## src/hw/rtl/bwlp_pkg.sv

```systemverilog
// ----------------------------------------------------------------------------
// bwlp_pkg
// Types and fixed constants of the two-section biquad lowpass.
// ----------------------------------------------------------------------------
package bwlp_pkg;

  // fixed datapath widths
  localparam int COEF_W    = 32;
  localparam int HIST_W    = 32;
  localparam int PROD_W    = 64;
  localparam int ACC_W     = 64;
  localparam int NUM_REGS  = 6;
  localparam int CFG_IDX_W = 3;

  // coefficient register map
  typedef enum logic [CFG_IDX_W-1:0] {
    REG_S1_GAIN = 3'd0,
    REG_S1_FB1  = 3'd1,
    REG_S1_FB2  = 3'd2,
    REG_S2_GAIN = 3'd3,
    REG_S2_FB1  = 3'd4,
    REG_S2_FB2  = 3'd5
  } reg_idx_t;

  localparam logic [COEF_W-1:0] COEF_RESET [NUM_REGS] = '{
    32'd138588000, 32'd229622000, 32'd56296000,
    32'd180327000, 32'd298777000, 32'd154098000
  };

  // tap steps of one section; two drain steps follow the last tap
  localparam int NUM_TAPS = 6;
  localparam logic [2:0] STEP_X0   = 3'd0;
  localparam logic [2:0] STEP_X1A  = 3'd1;
  localparam logic [2:0] STEP_X1B  = 3'd2;
  localparam logic [2:0] STEP_X2   = 3'd3;
  localparam logic [2:0] STEP_Y1   = 3'd4;
  localparam logic [2:0] STEP_Y2   = 3'd5;
  localparam logic [2:0] STEP_LAST = 3'd7;

  // sequencer states
  typedef enum logic [2:0] {
    ST_IDLE,
    ST_SEC1,
    ST_RND1,
    ST_SEC2,
    ST_RND2,
    ST_FIN
  } state_t;

  // control into the shared multiply-accumulate unit
  typedef struct packed {
    logic issue;
    logic clear;
    logic sub;
  } mac_ctl_t;

endpackage

```

## src/hw/rtl/bwlp_if.sv

```systemverilog
// ----------------------------------------------------------------------------
// bwlp_in_if / bwlp_out_if
// Valid/ready channels for input samples and filtered results.
// ----------------------------------------------------------------------------
interface bwlp_in_if #(
  parameter int SAMPLE_WIDTH = 16
) ();
  logic                           valid;
  logic                           ready;
  logic signed [SAMPLE_WIDTH-1:0] sample_in;
  logic                           restart;
  logic                           end_of_buffer;

  modport source (output valid, sample_in, restart, end_of_buffer, input ready);
  modport sink   (input valid, sample_in, restart, end_of_buffer, output ready);
endinterface

interface bwlp_out_if #(
  parameter int SAMPLE_WIDTH = 16
) ();
  logic                           valid;
  logic                           ready;
  logic signed [SAMPLE_WIDTH-1:0] sample_out;
  logic                           clipped;
  logic                           end_of_buffer_out;

  modport source (output valid, sample_out, clipped, end_of_buffer_out, input ready);
  modport sink   (input valid, sample_out, clipped, end_of_buffer_out, output ready);
endinterface

```

## src/hw/rtl/bwlp_mac.sv

```systemverilog
// ----------------------------------------------------------------------------
// bwlp_mac
// Shared 32x32 multiplier with a saturating 64-bit accumulator.
// Operand register, product register, then accumulate: three stages.
// ----------------------------------------------------------------------------
module bwlp_mac
  import bwlp_pkg::*;
(
  input  logic                     clk,
  input  logic                     rst,
  input  mac_ctl_t                 ctl,
  input  logic signed [COEF_W-1:0] coef,
  input  logic signed [HIST_W-1:0] data,
  output logic signed [ACC_W-1:0]  acc
);

  localparam logic signed [ACC_W-1:0] ACC_MAX = {1'b0, {(ACC_W-1){1'b1}}};
  localparam logic signed [ACC_W-1:0] ACC_MIN = {1'b1, {(ACC_W-1){1'b0}}};

  logic signed [COEF_W-1:0] op_coef;
  logic signed [HIST_W-1:0] op_data;
  logic signed [PROD_W-1:0] prod;
  logic                     op_vld;
  logic                     op_sub;
  logic                     prod_vld;
  logic                     prod_sub;
  logic        [ACC_W:0]    sum;

  // pipeline control
  always_ff @(posedge clk) begin
    if (rst) begin
      op_vld   <= 1'b0;
      op_sub   <= 1'b0;
      prod_vld <= 1'b0;
      prod_sub <= 1'b0;
    end else begin
      op_vld   <= ctl.issue;
      op_sub   <= ctl.sub;
      prod_vld <= op_vld;
      prod_sub <= op_sub;
    end
  end

  // operand and product registers
  always_ff @(posedge clk) begin
    if (ctl.issue) begin
      op_coef <= coef;
      op_data <= data;
    end
    prod <= op_coef * op_data;
  end

  // saturating add or subtract of the product
  always_comb begin
    if (prod_sub) begin
      sum = {acc[ACC_W-1], acc} - {prod[PROD_W-1], prod};
    end else begin
      sum = {acc[ACC_W-1], acc} + {prod[PROD_W-1], prod};
    end
  end

  always_ff @(posedge clk) begin
    if (ctl.clear) begin
      acc <= '0;
    end else if (prod_vld) begin
      if (sum[ACC_W] != sum[ACC_W-1]) begin
        acc <= sum[ACC_W] ? ACC_MIN : ACC_MAX;
      end else begin
        acc <= sum[ACC_W-1:0];
      end
    end
  end

endmodule

```

## src/hw/rtl/butterworth_lowpass_4th_order_top.sv

```systemverilog
// ----------------------------------------------------------------------------
// Each accepted item runs through both sections in turn: a section runs 6 taps
//   through the one shared 32x32 multiply-accumulate unit, 2 drain steps and a
//   rounding state; a final output rounding state waits while the result register
//   is full, then the block returns to idle, the only state that accepts an item.
// Reset: synchronous, clears history, restores coefficient defaults, empties
//   the result register; the input is not ready while reset is held.
// ----------------------------------------------------------------------------
// ----------------------------------------------------------------------------
// butterworth_lowpass_4th_order_top
// Two cascaded direct-form-I biquad lowpass sections in fixed point, Q4.28
// coefficients, Q24.8 history, rounded and saturated sample output.
// ----------------------------------------------------------------------------
module butterworth_lowpass_4th_order_top
  import bwlp_pkg::*;
#(
  parameter int COEF_FRAC_BITS = 28,
  parameter int HIST_FRAC_BITS = 8,
  parameter int SAMPLE_WIDTH   = 16
) (
  input  logic                 clk,
  input  logic                 rst,
  bwlp_in_if.sink              sample_chan,
  bwlp_out_if.source           result_chan,
  input  logic                 cfg_write,
  input  logic [CFG_IDX_W-1:0] cfg_index,
  input  logic [COEF_W-1:0]    cfg_data
);

  // saturation limits of the history format
  localparam logic signed [ACC_W-1:0] HIST_MAX = (ACC_W'(1) <<< (HIST_W - 1)) - 1;
  localparam logic signed [ACC_W-1:0] HIST_MIN = -(ACC_W'(1) <<< (HIST_W - 1));
  // section rounding
  localparam logic signed [ACC_W:0] ACC_HALF = (ACC_W + 1)'(1) <<< (COEF_FRAC_BITS - 1);
  // output rounding and clamp
  localparam int                     OUT_HALF    = (HIST_FRAC_BITS > 0) ?
                                                   (1 << (HIST_FRAC_BITS - 1)) : 0;
  localparam bit                     OUT_NEG_ADJ = (HIST_FRAC_BITS > 0);
  localparam logic signed [HIST_W:0] OUT_MAX = (HIST_W + 1)'((1 << (SAMPLE_WIDTH - 1)) - 1);
  localparam logic signed [HIST_W:0] OUT_MIN = -OUT_MAX - 1;

  state_t state, state_next;
  logic [2:0] step;

  logic signed [COEF_W-1:0] coef [NUM_REGS];

  logic signed [SAMPLE_WIDTH-1:0] x_cur;
  logic                           eob_cur;
  logic signed [SAMPLE_WIDTH-1:0] s1_in_prev1, s1_in_prev2;
  logic signed [HIST_W-1:0]       s1_out_prev1, s1_out_prev2;
  logic signed [HIST_W-1:0]       s2_in_prev1, s2_in_prev2;
  logic signed [HIST_W-1:0]       s2_out_prev1, s2_out_prev2;
  logic signed [HIST_W-1:0]       y1, y2;

  logic                           out_vld;
  logic signed [SAMPLE_WIDTH-1:0] out_sample;
  logic                           out_clip;
  logic                           out_eob;
  logic                           out_free;
  logic                           in_take;

  mac_ctl_t                 mac_ctl;
  reg_idx_t                 coef_idx;
  logic signed [HIST_W-1:0] mac_data;
  logic signed [ACC_W-1:0]  acc;

  logic signed [SAMPLE_WIDTH-1:0] raw_smp;
  logic signed [ACC_W-1:0]        raw_scaled;
  logic signed [HIST_W-1:0]       hist_smp;

  logic signed [ACC_W:0]    rnd_sum;
  logic signed [ACC_W:0]    rnd_q;
  logic signed [HIST_W-1:0] sec_y;

  logic signed [HIST_W:0]         fin_sum;
  logic signed [HIST_W:0]         fin_q;
  logic signed [SAMPLE_WIDTH-1:0] fin_sample;
  logic                           fin_clip;

  assign in_take           = sample_chan.valid && sample_chan.ready;
  assign out_free          = !out_vld || result_chan.ready;
  assign sample_chan.ready = (state == ST_IDLE) && !rst;

  // coefficient registers
  always_ff @(posedge clk) begin
    if (rst) begin
      for (int i = 0; i < NUM_REGS; i++) begin
        coef[i] <= COEF_RESET[i];
      end
    end else if (cfg_write && (cfg_index < CFG_IDX_W'(NUM_REGS))) begin
      coef[cfg_index] <= cfg_data;
    end
  end

  // next state
  always_comb begin
    state_next = state;
    unique case (state)
      ST_IDLE: if (sample_chan.valid) state_next = ST_SEC1;
      ST_SEC1: if (step == STEP_LAST) state_next = ST_RND1;
      ST_RND1: state_next = ST_SEC2;
      ST_SEC2: if (step == STEP_LAST) state_next = ST_RND2;
      ST_RND2: state_next = ST_FIN;
      ST_FIN:  if (out_free) state_next = ST_IDLE;
      default: state_next = ST_IDLE;
    endcase
  end

  always_ff @(posedge clk) begin
    if (rst) begin
      state <= ST_IDLE;
      step  <= '0;
    end else begin
      state <= state_next;
      step  <= (state == ST_SEC1 || state == ST_SEC2) ? step + 3'd1 : '0;
    end
  end

  // tap issue control
  always_comb begin
    mac_ctl       = '0;
    mac_ctl.issue = (state == ST_SEC1 || state == ST_SEC2) && (step < 3'(NUM_TAPS));
    mac_ctl.clear = mac_ctl.issue && (step == STEP_X0);
    mac_ctl.sub   = (step == STEP_Y1) || (step == STEP_Y2);
  end

  // coefficient select
  always_comb begin
    unique case (step) inside
      STEP_Y1: coef_idx = (state == ST_SEC2) ? REG_S2_FB1 : REG_S1_FB1;
      STEP_Y2: coef_idx = (state == ST_SEC2) ? REG_S2_FB2 : REG_S1_FB2;
      default: coef_idx = (state == ST_SEC2) ? REG_S2_GAIN : REG_S1_GAIN;
    endcase
  end

  // first section input sample, scaled to history format with saturation
  always_comb begin
    case (step) inside
      STEP_X1A, STEP_X1B: raw_smp = s1_in_prev1;
      STEP_X2:            raw_smp = s1_in_prev2;
      default:            raw_smp = x_cur;
    endcase
    raw_scaled = ACC_W'(raw_smp) <<< HIST_FRAC_BITS;
    if (raw_scaled > HIST_MAX) begin
      hist_smp = HIST_MAX[HIST_W-1:0];
    end else if (raw_scaled < HIST_MIN) begin
      hist_smp = HIST_MIN[HIST_W-1:0];
    end else begin
      hist_smp = raw_scaled[HIST_W-1:0];
    end
  end

  // data operand select
  always_comb begin
    if (state == ST_SEC2) begin
      case (step) inside
        STEP_X1A, STEP_X1B: mac_data = s2_in_prev1;
        STEP_X2:            mac_data = s2_in_prev2;
        STEP_Y1:            mac_data = s2_out_prev1;
        STEP_Y2:            mac_data = s2_out_prev2;
        default:            mac_data = y1;
      endcase
    end else begin
      case (step) inside
        STEP_Y1: mac_data = s1_out_prev1;
        STEP_Y2: mac_data = s1_out_prev2;
        default: mac_data = hist_smp;
      endcase
    end
  end

  bwlp_mac u_mac (
    .clk  (clk),
    .rst  (rst),
    .ctl  (mac_ctl),
    .coef (coef[coef_idx]),
    .data (mac_data),
    .acc  (acc)
  );

  // section output: round half away from zero, saturate to 32 bits
  always_comb begin
    rnd_sum = {acc[ACC_W-1], acc} + ACC_HALF - (ACC_W + 1)'(acc[ACC_W-1]);
    rnd_q   = rnd_sum >>> COEF_FRAC_BITS;
    if (rnd_q > HIST_MAX) begin
      sec_y = HIST_MAX[HIST_W-1:0];
    end else if (rnd_q < HIST_MIN) begin
      sec_y = HIST_MIN[HIST_W-1:0];
    end else begin
      sec_y = rnd_q[HIST_W-1:0];
    end
  end

  // final output: round to integer, clamp to sample range
  always_comb begin
    fin_sum = {y2[HIST_W-1], y2} + (HIST_W + 1)'(OUT_HALF)
            - (HIST_W + 1)'(OUT_NEG_ADJ && y2[HIST_W-1]);
    fin_q   = fin_sum >>> HIST_FRAC_BITS;
    if (fin_q > OUT_MAX) begin
      fin_sample = OUT_MAX[SAMPLE_WIDTH-1:0];
      fin_clip   = 1'b1;
    end else if (fin_q < OUT_MIN) begin
      fin_sample = OUT_MIN[SAMPLE_WIDTH-1:0];
      fin_clip   = 1'b1;
    end else begin
      fin_sample = fin_q[SAMPLE_WIDTH-1:0];
      fin_clip   = 1'b0;
    end
  end

  // input capture
  always_ff @(posedge clk) begin
    if (in_take) begin
      x_cur   <= sample_chan.sample_in;
      eob_cur <= sample_chan.end_of_buffer;
    end
  end

  // section results
  always_ff @(posedge clk) begin
    if (state == ST_RND1) y1 <= sec_y;
    if (state == ST_RND2) y2 <= sec_y;
  end

  // filter history: restart clears on accept, sections shift at rounding
  always_ff @(posedge clk) begin
    if (rst || (in_take && sample_chan.restart)) begin
      s1_in_prev1  <= '0;
      s1_in_prev2  <= '0;
      s1_out_prev1 <= '0;
      s1_out_prev2 <= '0;
      s2_in_prev1  <= '0;
      s2_in_prev2  <= '0;
      s2_out_prev1 <= '0;
      s2_out_prev2 <= '0;
    end else if (state == ST_RND1) begin
      s1_in_prev2  <= s1_in_prev1;
      s1_in_prev1  <= x_cur;
      s1_out_prev2 <= s1_out_prev1;
      s1_out_prev1 <= sec_y;
    end else if (state == ST_RND2) begin
      s2_in_prev2  <= s2_in_prev1;
      s2_in_prev1  <= y1;
      s2_out_prev2 <= s2_out_prev1;
      s2_out_prev1 <= sec_y;
    end
  end

  // result register
  always_ff @(posedge clk) begin
    if (rst) begin
      out_vld <= 1'b0;
    end else if (state == ST_FIN && out_free) begin
      out_vld <= 1'b1;
    end else if (result_chan.ready) begin
      out_vld <= 1'b0;
    end
  end

  always_ff @(posedge clk) begin
    if (state == ST_FIN && out_free) begin
      out_sample <= fin_sample;
      out_clip   <= fin_clip;
      out_eob    <= eob_cur;
    end
  end

  assign result_chan.valid             = out_vld;
  assign result_chan.sample_out        = out_sample;
  assign result_chan.clipped           = out_clip;
  assign result_chan.end_of_buffer_out = out_eob;

endmodule

```

## src/flat_wrapper.sv

```systemverilog
// flat-port wrapper written by rule: the top's interface ports become plain ports
module butterworth_lowpass_4th_order_top_flat import bwlp_pkg::*;
#(
  parameter int COEF_FRAC_BITS = 28,
  parameter int HIST_FRAC_BITS = 8,
  parameter int SAMPLE_WIDTH   = 16
)
  (clk, rst, cfg_write, cfg_index, cfg_data, sample_chan_valid, sample_chan_sample_in, sample_chan_restart, sample_chan_end_of_buffer, sample_chan_ready, result_chan_valid, result_chan_sample_out, result_chan_clipped, result_chan_end_of_buffer_out, result_chan_ready);
  bwlp_in_if #(.SAMPLE_WIDTH(SAMPLE_WIDTH)) sample_chan_i ();
  bwlp_out_if #(.SAMPLE_WIDTH(SAMPLE_WIDTH)) result_chan_i ();
  input  logic clk;
  input  logic rst;
  input  logic cfg_write;
  input  logic [CFG_IDX_W-1:0] cfg_index;
  input  logic [COEF_W-1:0] cfg_data;
  input wire logic [$bits(sample_chan_i.valid)-1:0] sample_chan_valid;
  input wire logic [$bits(sample_chan_i.sample_in)-1:0] sample_chan_sample_in;
  input wire logic [$bits(sample_chan_i.restart)-1:0] sample_chan_restart;
  input wire logic [$bits(sample_chan_i.end_of_buffer)-1:0] sample_chan_end_of_buffer;
  output wire logic [$bits(sample_chan_i.ready)-1:0] sample_chan_ready;
  output wire logic [$bits(result_chan_i.valid)-1:0] result_chan_valid;
  output wire logic [$bits(result_chan_i.sample_out)-1:0] result_chan_sample_out;
  output wire logic [$bits(result_chan_i.clipped)-1:0] result_chan_clipped;
  output wire logic [$bits(result_chan_i.end_of_buffer_out)-1:0] result_chan_end_of_buffer_out;
  input wire logic [$bits(result_chan_i.ready)-1:0] result_chan_ready;
  assign sample_chan_i.valid = sample_chan_valid;
  assign sample_chan_i.sample_in = sample_chan_sample_in;
  assign sample_chan_i.restart = sample_chan_restart;
  assign sample_chan_i.end_of_buffer = sample_chan_end_of_buffer;
  assign sample_chan_ready = sample_chan_i.ready;
  assign result_chan_valid = result_chan_i.valid;
  assign result_chan_sample_out = result_chan_i.sample_out;
  assign result_chan_clipped = result_chan_i.clipped;
  assign result_chan_end_of_buffer_out = result_chan_i.end_of_buffer_out;
  assign result_chan_i.ready = result_chan_ready;
  butterworth_lowpass_4th_order_top #(.COEF_FRAC_BITS(COEF_FRAC_BITS), .HIST_FRAC_BITS(HIST_FRAC_BITS), .SAMPLE_WIDTH(SAMPLE_WIDTH)) u_core (.clk(clk), .rst(rst), .sample_chan(sample_chan_i), .result_chan(result_chan_i), .cfg_write(cfg_write), .cfg_index(cfg_index), .cfg_data(cfg_data));
endmodule
```

## config.mk

```make
export PLATFORM = sky130hd
export DESIGN_NAME = butterworth_lowpass_4th_order_top_flat
export DESIGN_NICKNAME = d
export VERILOG_FILES = /design/src/hw/rtl/bwlp_pkg.sv /design/src/hw/rtl/bwlp_if.sv /design/src/hw/rtl/bwlp_mac.sv /design/src/hw/rtl/butterworth_lowpass_4th_order_top.sv /design/src/flat_wrapper.sv
export SDC_FILE = /design/constraint.sdc
export NUM_CORES = 2
export LEC_CHECK = 0
export ABC_AREA = 1
export BUFFER_PORTS_ARGS = -buffer_cell sky130_fd_sc_hd__buf_2
export CAP_MARGIN = 30
export CORE_MARGIN = 4
export CORE_UTILIZATION = 30
export CTS_CLUSTER_DIAMETER = 80
export CTS_CLUSTER_SIZE = 30
export DETAILED_ROUTE_END_ITERATION = 16
export SYNTH_ARGS = -nofsm -noshare
export SYNTH_HDL_FRONTEND = slang
export SYNTH_HIERARCHICAL = 1
export SYNTH_SLANG_ARGS = --single-unit
```

## constraint.sdc

```tcl
create_clock -name clk -period 13.95 [get_ports clk]
set_clock_uncertainty 0.1 [all_clocks]
set_input_delay 0 -clock clk [delete_from_list [all_inputs] [get_ports clk]]
set_output_delay 0 -clock clk [all_outputs]
set_load 0.02 [all_outputs]
```

; Yosys cells after proc, flatten, opt, wreduce, memory -nomap -nowiden
; Memories as Yosys holds them, arrays and structs flattened. A register that Yosys moved wholly into a read port is not among the register bits.
; Cells that the tools add are included.
[totals]
inputBits = 58
mem_count = 1
wordCells = 118
ramBits = 192
reg_bits = 494
out_inout_bits = 20
[classes]
add_sub_neg = 7
eq_ne = 16
mux = 37
order_cmp = 8
multipliers = 1
bitwise = 2
reduce_logical = 21
[mem_list]
columns = name, words, width, rd, rd_ports_with_merged_regs, wr, line
row1 = u_core.coef, 6, 32, 1, 1, 6, butterworth_lowpass_4th_order_top.sv:45  ; logic signed [COEF_W-1:0] coef [NUM_REGS];
[ops]
columns = operator, n
row1 = $mux W32, 12
row2 = $mux W64, 2
row3 = $add A64 B29 Y65 const B, 1
row4 = $add A64 B64 Y65, 1
row5 = $mux W65, 1
row6 = $sub A64 B64 Y65, 1
row7 = $sub A65 B1 Y65, 1
row8 = $mul A32 B32 Y64, 1
row9 = $mux W16, 3
row10 = $gt A37 B32 Y1 const B, 1
row11 = $lt A37 B32 Y1 const B, 1
row12 = $add A32 B9 Y33 const B, 1
row13 = $sub A33 B1 Y33, 1
row14 = $gt A24 B32 Y1 const B, 1
row15 = $lt A24 B32 Y1 const B, 1
row16 = $reduce_or A32 Y1, 1
row17 = $gt A25 B16 Y1 const B, 1
row18 = $lt A25 B16 Y1 const B, 1
row19 = $mux W3, 7
row20 = $pmux W3 S6, 1
row21 = $eq A3 B3 Y1 const B, 5
row22 = $eq A3 B2 Y1 const B, 4
row23 = $mux W1, 9
row24 = $logic_and A1 B1 Y1, 7
row25 = other kinds (16), 27

; Logic depth before layout (Yosys ltp)
[logic_depth]
ltp_word = 9
ltp_mapped = 32

; Hierarchy
; The synthesis kept the hierarchy.
[by_module_without_submodules]
columns = module, instances, area_each_um2, cells_each
row1 = bwlp_mac, 1, 50090.5, 6401
row2 = butterworth_lowpass_4th_order_top, 1, 29424.5, 4024

; Least setup slack after synthesis
; No wires, ideal clock.
[synth_timing]
path_type = flip-flop to flip-flop
start = register u_core.u_mac.op_coef[31] (read register of u_core.coef)
end = register u_core.u_mac.prod[60]
n_path_buf = 1
required_ps = 13778
stages_incl_launch_ff = 28
arrival_time_ps = 7206
setup_time_ps = 72
setup_slack_ps = 6573
cell_sequence = edfxtp_1 clkbuf_1 nand2_1 inv_1 fa_1 fa_1 fa_1 fa_1 inv_1 fa_1 inv_1 fa_1 inv_1 fa_1 inv_1 fa_1 ha_1 nand2_1 nor2_1 inv_1 nor2_1 nand2_1 nor4_1 nand2_1 o211ai_1 nand2_1 nand2_1 xor2_1
[synth_via]
elab_chain_len = 1
[synth_rtl]
columns = item, line
row1 = "start, declared", bwlp_mac.sv:20  ; logic signed [COEF_W-1:0] op_coef;
row2 = $mul A32 B32 Y64, bwlp_mac.sv:50  ; prod <= op_coef * op_data;
row3 = "end signal, assigned", bwlp_mac.sv:50
row4 = "end, declared", bwlp_mac.sv:22  ; logic signed [PROD_W-1:0] prod;
; No other way between the ends.
; A chain may end at the register's enable or synchronous reset.

; Worst setup path after layout
; Same ends and word-level chain as after synthesis.

==> flow_summary_export.csv <==
group,metric,value,unit
outcome,result_of_the_run,"finished clean",
floorplan,die_w,522.8,um
worst_setup_path,r2r-start,"u_core/u_mac/op_coef[31]$_DFFE_PP_",
worst_setup_path,worst-endpoint-required,14.38,ns
sta,maxSlewHeadroom,28.28,%
sta,min_period_over_period,60.49,%
sta,totalNegativeSetupSlack,0,ns
synth,synth-edff-count,355,
clock_tree,cts_resized,0,
sta,timing.final.setup_violations,0,
min_path,hold_path_cell_cnt,4,
detailed_routing,drt_pass1_iterations,6,
synth,syn-mean-instance-area,7.627,sq um
clock_tree,cts_hold_buf,88,
clock_tree,cts_buffer_depth,3,
synth,net_count_of_the_mapped_netlist,11920,
synth,ys_seq_elements,718,
detailed_routing,detail_route.iter0.violations,5046,
clock_tree,clk_latency,0.70,ns
sta,worst_pin_slew,1.076,ns
global_route,grt_use_met3,1.508,%
worst_setup_path,critical_path.endpoint_type,"flop",
clock_tree,cts_htree_levels,2,
synth,synthMostInstantiatedCell,"nand2_1",
detailed_routing,vias,64890,
clock_tree,numCtsBuffers,47,
floorplan,area_of_the_die,273400,sq um
clock_tree,clk_root_buffer_cell,"clkbuf_16",
worst_setup_path,cp_data_arrival_time,8.87,ns
floorplan,boundaryPins,78,
synth,yosysSeqAreaShare,22.55,%
synth,synth_async_sr_flop_share,0,%
clock_tree,cts_clk_pin_slew_worst_paths,0.11,ns
final_layout,finish.utilization,32.87,%
sta,fmax_achieved,118.5,MHz
synth,syn_area,79520,sq um
sta,unrepaired_setup_endpoints_after_global_routing,"false",
global_route,overflow,0,
worst_setup_path,worstSetupPathType,"flop to flop",
final_layout,insertedDiodeCount,0,
detailed_routing,drt-vias-per-instance,4.670,
final_layout,share_of_layout_cells_above_drive_strength_1,4.210,%
worst_setup_path,timing.critical_path.mode_cell,"fa_1",
clock_tree,clkSinkCount,718,
sta,post-route-min-period,8.438,ns
worst_setup_path,setup.worst_path.start,"u_core/u_mac/op_coef[31]$_DFFE_PP_",
floorplan,initial_utilization,30.24,%
synth,dominantRegCellSynth,"dfxtp_1",
floorplan,die_h,522.8,um
synth,synth.lib_cells_used.distinct,59,
global_route,grt_start_max_net_pins,131,
synth,synth_top_area_share,27.27,%
synth,synth_common_cells,"nand2_1, inv_1, fa_1",
global_route,grt.met2_usage,28.98,%
final_layout,multiInputGateArea,51370,sq um
detailed_routing,detail_route.drc_violations,0,
clock_tree,cts_tree,"built",
global_route,grt_usage,17.28,%
final_layout,layout.area.seq,17930,sq um
synth,synth.top_cells.by_area,"fa_1, edfxtp_1, nand2_1, inv_1, dfxtp_1",
synth,netlist_instances,10430,
detailed_routing,drt_wl_total,237500,um
global_route,number_of_global_route_vias_before_repair,65110,
min_path,holdCritStartpoint,"cfg_data[9]",
final_layout,fill_cells,28230,
placement,globalplace.congestion,0.9686,
floorplan,core-area,263000,sq um
placement,placement.io_buffers,77,
synth,yosysWarningCount,6,
detailed_routing,drtAntennaViolNets,0,
worst_setup_path,crit_fanout,32,
placement,dp_hpwl,184500,um
global_route,grt_pass1_wl,376300,um
detailed_routing,wl_per_cell,17.09,um
sta,final.hold.worst_slack,0.04627,ns
worst_setup_path,critPathSlowestCell,"fa_1",
worst_setup_path,reg2regPathDepth,27,
global_route,gr-max-usage-layer,"met2",
synth,synth_largest_area_cell,"fa_1",
worst_setup_path,worstSetupStartpointType,"flop",
final_layout,final_nets,11830,
clock_tree,cts_setup_buffers,0,
worst_setup_path,worst_path_largest_cell_delay,1.06,ns
floorplan,fp-row-count,188,
min_path,hold_class,"input pin to flop",
global_route,grt_antenna_before_repair,1,
sta,report.final.slew_viol_count,0,
global_route,use_met1,24.15,%
sta,hold_viol,0,
final_layout,syn_to_final_growth,8.698,%
job,cap_violations,0,
## state kept, by name (all words and copies together) (netlist names), 3 cells and up
name and count:
u_core/u_mac/op_data 32, u_core/result_chan.sample_out 16, u_core/x_cur 16, u_core/s2_out_prev2 32, u_core/s1_in_prev1 16, u_core/s1_in_prev2 16, u_core/s2_in_prev2 32, u_core/u_mac/acc 64
u_core/s1_out_prev1 32, u_core/u_mac/op_coef 32, u_core/s2_in_prev1 32, u_core/s1_out_prev2 32, u_core/u_mac/prod 64, u_core/y2 32, u_core/y1 32, u_core/coef 192
u_core/state 3, u_core/step 3, u_core/s2_out_prev1 32
## critical path: cells and delay by family, from the launching register on
family	cells	cell delay [ns]
buffers and inverters	7	1.17
DFF	1	0.35
and+or+nand+nor	9	1.03
adders and majority gates	9	5.19
xor gates and xnor gates	1	0.17
AOI/OAI and AO/OA	1	0.20
## path summary, 6_finish.rpt
kind	endpoint	slack [ns]
setup / recovery	u_core/u_mac/prod[60]$_DFF_P_	5.51
hold / removal	u_core/coef[4][9]$_SDFFCE_PN0P_	0.05
setup reg to reg	u_core/u_mac/prod[60]$_DFF_P_	5.51
hold reg to reg	u_core/u_mac/prod_vld$_SDFF_PP0_	0.30
## routing by layer
layer / wire length, um / up-vias
met1: 107800 / 31650
li1: - / 31180
met2: 111700 / 1756
met4: 5926 / 0
met5: 0 / -
met3: 12120 / 305
## cell type report
type / count / area share (%)
Inverter: 2296 / 9.990
Clock buffer: 58 / 1.520
Sequential cell: 718 / 20.74
Clock inverter: 30 / 0.6659
Multi-Input combinational cell: 7001 / 59.44
Tap cell: 3515 / 5.088
Timing Repair Buffer: 277 / 2.554
## stage by stage
step	std cells	cell area (sq um)	worst slack, ns
floorplan	10430	79520	6.573
global route	13900	86430	4.845
global placement	13710	83520	5.629
detailed placement	13720	83550	5.532
CTS	13890	86320	5.393
finish	13900	86430	5.512
## cell families (layout without fill, tap and decap cells)
group | count (synthesis) | count (layout) | synth area share, %
AOI/OAI and AO/OA | 1233 | 1233 | 8.755
DFF | 718 | 718 | 22.55
buffers and inverters | 2706 | 2661 | 12.97
adders and majority gates | 1432 | 1432 | 32.76
and+or+nand+nor | 4115 | 4115 | 20.54
xor gates and xnor gates | 221 | 221 | 2.434
## cell usage in the layout, fill, tap and decap left out, types with 27 or more instances in the layout
master and instances:
a21oi_1 555, a21oi_2 41, a31oi_1 39, buf_2 77
buf_4 107, clkbuf_16 51, dfxtp_1 362, dlygate4sd3_1 88
edfxtp_1 355, fa_1 1083, ha_1 348, inv_1 2257
inv_2 29, nand2_1 2787, nand3_1 276, nand4_1 30
nor2_1 833, nor2_2 27, nor3_1 47, o211ai_1 36
o21ai_0 337, o21bai_1 84, o22ai_1 34, xnor2_1 68
xor2_1 153
Power is left out: the tool's default activity adds up to more than one toggle a clock period on the data nets, which glitch-free logic cannot reach.
